**src/sv/modexp_pkg.sv**
```systemverilog
// ============================================================================
// modexp_pkg: shared types and constants for the modular exponentiation unit
// Holds the prime modulus, the Barrett reduction constant, the command and
// status bundles between controller and datapath, and the product tag type.
// ============================================================================
`default_nettype none

package modexp_pkg;

    // Prime modulus and its multiples used by the reduction steps
    localparam logic [29:0] PRIME_MOD   = 30'd998244353;
    localparam logic [31:0] PRIME_MOD32 = 32'd998244353;
    localparam logic [31:0] PRIME_X2    = 32'd1996488706;

    // Barrett constant floor(2^60 / p), fits in 31 bits
    localparam logic [63:0] MU_FULL    = (64'd1 << 60) / 64'd998244353;
    localparam logic [30:0] BARRETT_MU = MU_FULL[30:0];

    // Commands from the controller to the datapath
    typedef struct packed {
        logic load;       // capture a new base and exponent
        logic issue_sq;   // start base * base
        logic issue_mul;  // start result * base
        logic shift_exp;  // advance to the next exponent bit
        logic out_load;   // copy the result into the output register
    } t_dp_cmd;

    // Status from the datapath to the controller
    typedef struct packed {
        logic exp_bit;    // current exponent bit
    } t_dp_sts;

    // Tag that travels with a product through the reduction pipeline
    typedef struct packed {
        logic valid;
        logic to_res;     // write back to the result, else to the base
    } t_tag;

endpackage

`default_nettype wire

```
**src/sv/modexp_dpath.sv**
```systemverilog
// ============================================================================
// modexp_dpath: square-and-multiply datapath
// Holds base, running result and exponent, one shared 30x30 multiplier and a
// four-stage Barrett reduction pipeline that writes back to base or result.
// ============================================================================
`default_nettype none

module modexp_dpath
    import modexp_pkg::*;
#(
    parameter int EXP_BITS = 63
) (
    input  wire logic        i_clk,
    input  wire logic        i_rst_n,
    input  wire t_dp_cmd     i_cmd,
    output t_dp_sts          o_sts,
    input  wire logic [29:0] i_base_value,
    input  wire logic [62:0] i_exponent,
    output logic      [29:0] o_power_mod
);

    localparam int NBITS = (EXP_BITS < 63) ? EXP_BITS : 63;

    logic [29:0]      r_base;
    logic [29:0]      r_res;
    logic [NBITS-1:0] r_exp;
    logic [29:0]      r_out;

    logic [59:0] r_prod;
    logic [59:0] r_prod_d;
    logic [30:0] r_q;
    logic [31:0] r_rem;
    t_tag        r_tag1;
    t_tag        r_tag2;
    t_tag        r_tag3;

    logic [29:0] op_a;
    logic [59:0] mul_full;
    logic [61:0] q_full;
    logic [60:0] qp_full;
    logic [31:0] sub_p;
    logic [31:0] sub_2p;
    logic [29:0] wb_val;
    logic [29:0] base_red;

    // Select the left operand: base for squaring, result for multiplying
    assign op_a     = i_cmd.issue_mul ? r_res : r_base;
    assign mul_full = op_a * r_base;

    // Barrett quotient estimate and remainder
    assign q_full  = r_prod[59:29] * BARRETT_MU;
    assign qp_full = r_q * PRIME_MOD;

    // Final correction: remainder is below three times the prime
    assign sub_p  = r_rem - PRIME_MOD32;
    assign sub_2p = r_rem - PRIME_X2;
    always_comb begin
        if (r_rem >= PRIME_X2) begin
            wb_val = sub_2p[29:0];
        end else if (r_rem >= PRIME_MOD32) begin
            wb_val = sub_p[29:0];
        end else begin
            wb_val = r_rem[29:0];
        end
    end

    // Reduce the incoming base once; it is below twice the prime
    assign base_red = (i_base_value >= PRIME_MOD) ? (i_base_value - PRIME_MOD)
                                                  : i_base_value;

    // Track which products are in flight and where they go
    always_ff @(posedge i_clk) begin
        if (!i_rst_n) begin
            r_tag1 <= '0;
            r_tag2 <= '0;
            r_tag3 <= '0;
        end else begin
            r_tag1.valid  <= i_cmd.issue_sq | i_cmd.issue_mul;
            r_tag1.to_res <= i_cmd.issue_mul;
            r_tag2        <= r_tag1;
            r_tag3        <= r_tag2;
        end
    end

    // Advance the multiply and reduction pipeline
    always_ff @(posedge i_clk) begin
        r_prod   <= mul_full;
        r_prod_d <= r_prod;
        r_q      <= q_full[61:31];
        r_rem    <= r_prod_d[31:0] - qp_full[31:0];
    end

    // Load operands, write back reduced products, shift the exponent
    always_ff @(posedge i_clk) begin
        if (i_cmd.load) begin
            r_base <= base_red;
            r_res  <= 30'd1;
            r_exp  <= i_exponent[NBITS-1:0];
        end else begin
            if (r_tag3.valid && !r_tag3.to_res) begin
                r_base <= wb_val;
            end
            if (r_tag3.valid && r_tag3.to_res) begin
                r_res <= wb_val;
            end
            if (i_cmd.shift_exp) begin
                r_exp <= r_exp >> 1;
            end
        end
        if (i_cmd.out_load) begin
            r_out <= r_res;
        end
    end

    assign o_sts.exp_bit = r_exp[0];
    assign o_power_mod   = r_out;

    // Every write-back value is fully reduced
    a_wb_reduced: assert property (@(posedge i_clk) disable iff (!i_rst_n)
        r_tag3.valid |-> (wb_val < PRIME_MOD))
        else $error("write-back value not reduced");

    // A started product moves on through the pipeline
    a_tag_moves: assert property (@(posedge i_clk) disable iff (!i_rst_n)
        r_tag1.valid |=> r_tag2.valid)
        else $error("product lost in reduction pipeline");

endmodule

`default_nettype wire

```
**src/sv/modexp_ctrl.sv**
```systemverilog
// ============================================================================
// modexp_ctrl: sequencer for square-and-multiply
// Walks the exponent bits phase by phase, issues the square and the
// conditional multiply, drains the pipeline and hands off the result.
// ============================================================================
`default_nettype none

module modexp_ctrl
    import modexp_pkg::*;
#(
    parameter int EXP_BITS = 63
) (
    input  wire logic    i_clk,
    input  wire logic    i_rst_n,
    input  wire logic    i_valid,
    output logic         o_stall,
    output logic         o_valid,
    input  wire logic    i_stall,
    output t_dp_cmd      o_cmd,
    input  wire t_dp_sts i_sts
);

    localparam int NBITS = (EXP_BITS < 63) ? EXP_BITS : 63;
    localparam int CNT_W = (NBITS > 1) ? $clog2(NBITS) : 1;
    localparam logic [CNT_W-1:0] LAST_BIT = CNT_W'(NBITS - 1);

    typedef enum logic [3:0] {
        S_IDLE  = 4'b0001,
        S_RUN   = 4'b0010,
        S_FLUSH = 4'b0100,
        S_DONE  = 4'b1000
    } t_state;

    localparam logic [1:0] PH_SQUARE = 2'd0;
    localparam logic [1:0] PH_MUL    = 2'd1;
    localparam logic [1:0] PH_NEXT   = 2'd3;

    t_state           r_state, n_state;
    logic [1:0]       r_phase, n_phase;
    logic [CNT_W-1:0] r_bit, n_bit;
    logic             r_out_valid, n_out_valid;

    // Next state and commands
    always_comb begin
        n_state     = r_state;
        n_phase     = r_phase;
        n_bit       = r_bit;
        n_out_valid = r_out_valid & i_stall;
        o_cmd       = '0;
        unique case (r_state)
            S_IDLE: begin
                if (i_valid) begin
                    o_cmd.load = 1'b1;
                    n_state    = S_RUN;
                    n_phase    = PH_SQUARE;
                    n_bit      = '0;
                end
            end
            S_RUN: begin
                n_phase = r_phase + 2'd1;
                case (r_phase)
                    PH_SQUARE: o_cmd.issue_sq  = 1'b1;
                    PH_MUL:    o_cmd.issue_mul = i_sts.exp_bit;
                    PH_NEXT: begin
                        o_cmd.shift_exp = 1'b1;
                        if (r_bit == LAST_BIT) begin
                            n_state = S_FLUSH;
                        end else begin
                            n_bit = r_bit + 1'b1;
                        end
                    end
                    default: ;
                endcase
            end
            S_FLUSH: begin
                // Last multiply writes back during this cycle
                n_state = S_DONE;
            end
            S_DONE: begin
                if (!r_out_valid || !i_stall) begin
                    o_cmd.out_load = 1'b1;
                    n_out_valid    = 1'b1;
                    n_state        = S_IDLE;
                end
            end
            default: n_state = S_IDLE;
        endcase
    end

    // Hold state
    always_ff @(posedge i_clk) begin
        if (!i_rst_n) begin
            r_state     <= S_IDLE;
            r_phase     <= PH_SQUARE;
            r_bit       <= '0;
            r_out_valid <= 1'b0;
        end else begin
            r_state     <= n_state;
            r_phase     <= n_phase;
            r_bit       <= n_bit;
            r_out_valid <= n_out_valid;
        end
    end

    assign o_stall = (r_state != S_IDLE);
    assign o_valid = r_out_valid;

    // Square and multiply never share the multiplier in one cycle
    a_one_issue: assert property (@(posedge i_clk) disable iff (!i_rst_n)
        !(o_cmd.issue_sq && o_cmd.issue_mul))
        else $error("two products issued at once");

    // Output register is loaded only when free or being drained
    a_out_free: assert property (@(posedge i_clk) disable iff (!i_rst_n)
        o_cmd.out_load |-> (!r_out_valid || !i_stall))
        else $error("output register overwritten");

    // Idle always restarts at the first phase
    a_idle_phase: assert property (@(posedge i_clk) disable iff (!i_rst_n)
        (r_state == S_IDLE) |-> (r_phase == PH_SQUARE))
        else $error("phase counter not reset in idle");

    // A transfer in starts the bit loop
    a_load_run: assert property (@(posedge i_clk) disable iff (!i_rst_n)
        o_cmd.load |=> (r_state == S_RUN))
        else $error("load did not start the bit loop");

endmodule

`default_nettype wire

```
**src/sv/modular_exponentiation_unit.sv**
```systemverilog
// ============================================================================
// modular_exponentiation_unit: base ^ exponent mod 998244353
// Right-to-left square-and-multiply over the low EXP_BITS exponent bits with
// a shared multiplier and Barrett reduction.
// ============================================================================
//
//  channel | direction | handshake          | payload
//  --------+-----------+--------------------+---------------------------------
//  input   | in        | i_valid / o_stall  | i_base_value[29:0], i_exponent[62:0]
//  result  | out       | o_valid / i_stall  | o_power_mod[29:0]
//
//  Each exponent bit of an item goes through the four-stage multiply and
//  reduction loop between its transfer in and its result in the output
//  register. One item is worked at a time; o_stall is high from transfer in
//  until the result is loaded, and a result waiting under i_stall does not
//  block the next transfer in. Reset is synchronous, active low, and needs
//  no clearing.
//
`default_nettype none

module modular_exponentiation_unit
    import modexp_pkg::*;
#(
    parameter int EXP_BITS = 63
) (
    input  wire logic        i_clk,
    input  wire logic        i_rst_n,
    input  wire logic        i_valid,
    output logic             o_stall,
    input  wire logic [29:0] i_base_value,
    input  wire logic [62:0] i_exponent,
    output logic             o_valid,
    input  wire logic        i_stall,
    output logic      [29:0] o_power_mod
);

    t_dp_cmd cmd;
    t_dp_sts sts;

    // Sequencer
    modexp_ctrl #(
        .EXP_BITS (EXP_BITS)
    ) u_ctrl (
        .i_clk   (i_clk),
        .i_rst_n (i_rst_n),
        .i_valid (i_valid),
        .o_stall (o_stall),
        .o_valid (o_valid),
        .i_stall (i_stall),
        .o_cmd   (cmd),
        .i_sts   (sts)
    );

    // Arithmetic
    modexp_dpath #(
        .EXP_BITS (EXP_BITS)
    ) u_dpath (
        .i_clk        (i_clk),
        .i_rst_n      (i_rst_n),
        .i_cmd        (cmd),
        .o_sts        (sts),
        .i_base_value (i_base_value),
        .i_exponent   (i_exponent),
        .o_power_mod  (o_power_mod)
    );

endmodule

`default_nettype wire

```
**config.mk**
```make
export PLATFORM = sky130hd
export DESIGN_NAME = modular_exponentiation_unit
export DESIGN_NICKNAME = d
export VERILOG_FILES = /design/src/sv/modexp_pkg.sv /design/src/sv/modexp_dpath.sv /design/src/sv/modexp_ctrl.sv /design/src/sv/modular_exponentiation_unit.sv
export SDC_FILE = /design/constraint.sdc
export NUM_CORES = 2
export LEC_CHECK = 0
export BUFFER_PORTS_ARGS = -buffer_cell sky130_fd_sc_hd__buf_2
export CORE_ASPECT_RATIO = 0.8
export CORE_MARGIN = 5
export CORE_UTILIZATION = 50
export CTS_CLUSTER_DIAMETER = 30
export CTS_CLUSTER_SIZE = 28
export DETAILED_ROUTE_END_ITERATION = 8
export HOLD_SLACK_MARGIN = 0.12
export PLACE_DENSITY = 0.69
export SETUP_SLACK_MARGIN = 0.3
export SLEW_MARGIN = 30
export SYNTH_ARGS = -nofsm -noshare
export SYNTH_HDL_FRONTEND = slang
export SYNTH_SLANG_ARGS = --single-unit
export TNS_END_PERCENT = 10
```
**constraint.sdc**
```tcl
create_clock -name i_clk -period 8.05 [get_ports i_clk]
set_input_delay 0.805 -clock i_clk [delete_from_list [all_inputs] [get_ports i_clk]]
set_output_delay 0.805 -clock i_clk [all_outputs]
set_load 0.01 [all_outputs]
```
==> results.py <==
metrics = {
    "run_status": {
        "outcome": "complete, but fails checks",
        "violations": "setup timing",
    },
    "sta": {
        "setup_viol": 29,
        "maxSlewViolCount": 0,
        "fin_crit_sh": 1.06,
        "min_period_ps": 8560,
        "max_freq_mhz": 117,
        "worstMarginPinSlew_ps": 1030,
        "relSlewSlack": 0.309,
        "setup_tns_ps": -8790,
        "finalClockSkew_ps": 30.3,
        "layout_setup_ws_ps": -512,
        "hold_ws_ps": 302,
        "hold_viol": 0,
        "rsz0062_at_grt": "true",
    },
    "min_path": {
        "min_to": "u_dpath.r_prod_d[28]",
        "hold_path.class": "reg2reg",
        "hp-start": "u_dpath.r_prod[28]",
        "hold_path_depth": 0,
    },
    "floorplan": {
        "initial_core_util": 0.502,
        "dieArea_um2": 121000,
        "num_rows": 111,
        "coreArea_um2": 114000,
        "fp.dieW_um": 388,
        "die_y_um": 313,
        "num_io_pins": 129,
    },
    "setup_path": {
        "cp-start-kind": "flop",
        "cp.arrival_ps": 9070,
        "r2r-end": "u_dpath.r_prod[44]",
        "rr_worst_depth": 33,
        "slowest_stage": "fa_1",
        "worstSetupPathType": "reg2reg",
        "cp.required_ps": 8560,
        "max_stage_delay_ps": 550,
        "path_max_fanout": 8,
        "crit_top_cell": "fa_1",
        "timing.rr.start": "u_ctrl.r_state[2]",
        "rrSetupSlack_ps": -510,
        "crit_path_end_kind": "flop",
    },
    "synth": {
        "synth_most_common_cell": "inv_1",
        "ys_types": 80,
        "synth_common_cells": "inv_1, fa_1, ha_1, nand2_1, and2_1",
        "ys_warn_count": 0,
        "yosysSeqAreaShare": 0.136,
        "synthTopCellsByArea": "fa_1, ha_1, inv_1",
        "syn_inst": 5946,
        "yosys_most_used_dff": "dfxtp_1",
        "syn_nets": 7873,
        "ys_async_sr_fraction": 0,
        "synth.ff_latch_count": 327,
        "yosysTopAreaCellShare": 0.371,
        "synth.largest_area_cell": "fa_1",
        "netlist_area_um2": 57300,
        "synth_edf_count": 123,
        "syn_area_per_cell_um2": 9.63,
    },
    "detailed_routing": {
        "topRoutingLayerUsed": "met5",
        "drtIter0Drc": 3067,
        "met3WireLength_um": 17300,
        "via_count": 42300,
        "routed-wl-met2_um": 71300,
        "drc": 0,
        "vias_per_cell": 5.38,
        "wl_per_cell_um": 21.1,
        "wl_met1_um": 71000,
        "drt_wl_total_um": 166000,
        "dr.pass1.iters": 6,
        "ant_nets": 0,
    },
    "finish": {
        "drive_gt1_frac": 0.126,
        "final_cells": 7857,
        "fin_util": 0.568,
        "area_growth_pct": 13.3,
        "fin_nets": 8209,
    },
    "grt": {
        "grt_max_degree": 64,
        "antenna_found_initial": 7,
        "grt_pass1_wl_um": 259000,
        "grt_usage": 0.276,
        "grt-ovfl-total": 0,
        "grt_pass1_vias": 44700,
    },
    "run": {
        "maxCapViolations": 0,
    },
    "clock_network": {
        "ctsRootBufferMaster": "clkbuf_16",
        "clkLatencyLatePin_ps": 620,
        "htree_num_levels": 2,
        "hold_buffers": 0,
        "clkTransAtPathRegs_ps": 70,
        "cts_tree": "yes",
        "clock_sinks": 327,
        "cts_buffers": 53,
        "cts_buffer_depth": 3,
    },
    "placement": {
        "gp_congestion": 0.968,
        "dp_hpwl_um": 136000,
        "io_buffers": 128,
        "post-place-cells": 7709,
    },
}
## how the worst max path moves through the flow
stage,start,slack (ps),cells after the start,end
after CTS,u_ctrl.r_state[2],-340,31,u_dpath.r_prod[53]
after global routing,u_ctrl.r_state[2],-690,33,u_dpath.r_prod[44]
after floorplan,u_ctrl.r_state[1],-60,31,u_dpath.r_prod[58]
final,u_ctrl.r_state[2],-510,33,u_dpath.r_prod[44]
after global placement,u_ctrl.r_state[2],-470,29,u_dpath.r_prod[53]
after detailed placement,u_ctrl.r_state[2],-600,29,u_dpath.r_prod[53]
## placed cells by master (no fill, tap or decap), types with 13 or more instances in the layout
cell type,count
a211oi_1,14
a21o_1,54
a21oi_1,151
and2_1,507
buf_12,19
buf_2,128
buf_4,346
clkbuf_16,55
dfxtp_1,202
edfxtp_1,123
fa_1,1029
fa_2,32
ha_1,759
inv_1,1322
inv_6,13
mux2_4,25
mux2i_1,15
nand2_1,648
nand2b_1,23
nand3_1,44
nand4_1,26
nor2_1,101
nor2b_1,28
nor3_1,25
o21a_1,39
o21ai_0,102
o21bai_1,15
xnor2_1,126
xor2_1,59
## logic make-up (layout without fill, tap and decap cells)
kind of cell	Yosys count	in the layout	share of synthesized area
AO/OA/AOI/OAI	506	506	0.0560
XOR/XNOR	187	187	0.0286
adder cells (fa/ha/maj)	1831	1831	0.539
buffers and inverters	1566	1943	0.103
flip-flops	327	327	0.136
multiplexers	46	50	0.00876
other	0	5	0
AND/OR/NAND/NOR	1483	1483	0.129
## metrics by stage
step / cell area, um^2 / setup WS, ps
3_3_place_gp: 61800 / -468
5_1_grt: 64900 / -691
4_1_cts: 64600 / -338
6_report: 64900 / -512
2_1_floorplan: 57600 / -55.8
3_5_place_dp: 61800 / -598
## critical path: cells and delay by family, from the launching register on
kind,cells,cell delay (ps)
compound gates,7,1620
xor+xnor,1,180
fa+ha+maj,9,4120
buf+inv,10,900
flops,1,320
mux,1,360
simple gates,5,930
## repair_timing
item | CTS | global route
resized for setup | 96 | 59
buffers inserted | 25 | 9
endpoints found under the hold margin | 0 | 0
pin swaps | 40 | 29
endpoints found under the setup margin | 42 | 44
gates cloned | 8 | 1
## final cells by class
class                           instances  area [um^2]
Tap cell                             1525         1910
Antenna cell                            5         12.5
Timing Repair Buffer                  510         3890
Multi-Input combinational cell       4057        44300
Clock inverter                         44          593
Fill cell                            9826        49300
Clock buffer                           56         1380
Inverter                             1333         5000
Sequential cell                       327         7780
## routing by layer
metal / up-vias / global-route usage
met3: 327 / 0.0680
met1: 21100 / 0.394
met4: 4 / 0.0808
met2: 1902 / 0.418
met5: - / 0
li1: 18900 / -
## flip-flops by register name, indices dropped and copies added (netlist names)
name and flops:
u_ctrl.r_state 4, u_dpath.r_rem 32, u_ctrl.o_valid 1, u_dpath.r_res 30, u_dpath.r_exp 63, u_dpath.r_tag1 2, u_dpath.o_power_mod 30, u_dpath.r_tag2 2
u_dpath.r_tag3 2, u_dpath.r_prod 60, u_dpath.r_prod_d 32, u_ctrl.r_bit 6, u_dpath.r_q 31, u_ctrl.r_phase 2, u_dpath.r_base 30
Power is left out: the tool's default activity adds up to more than one toggle a clock period on the data nets, which glitch-free logic cannot reach.
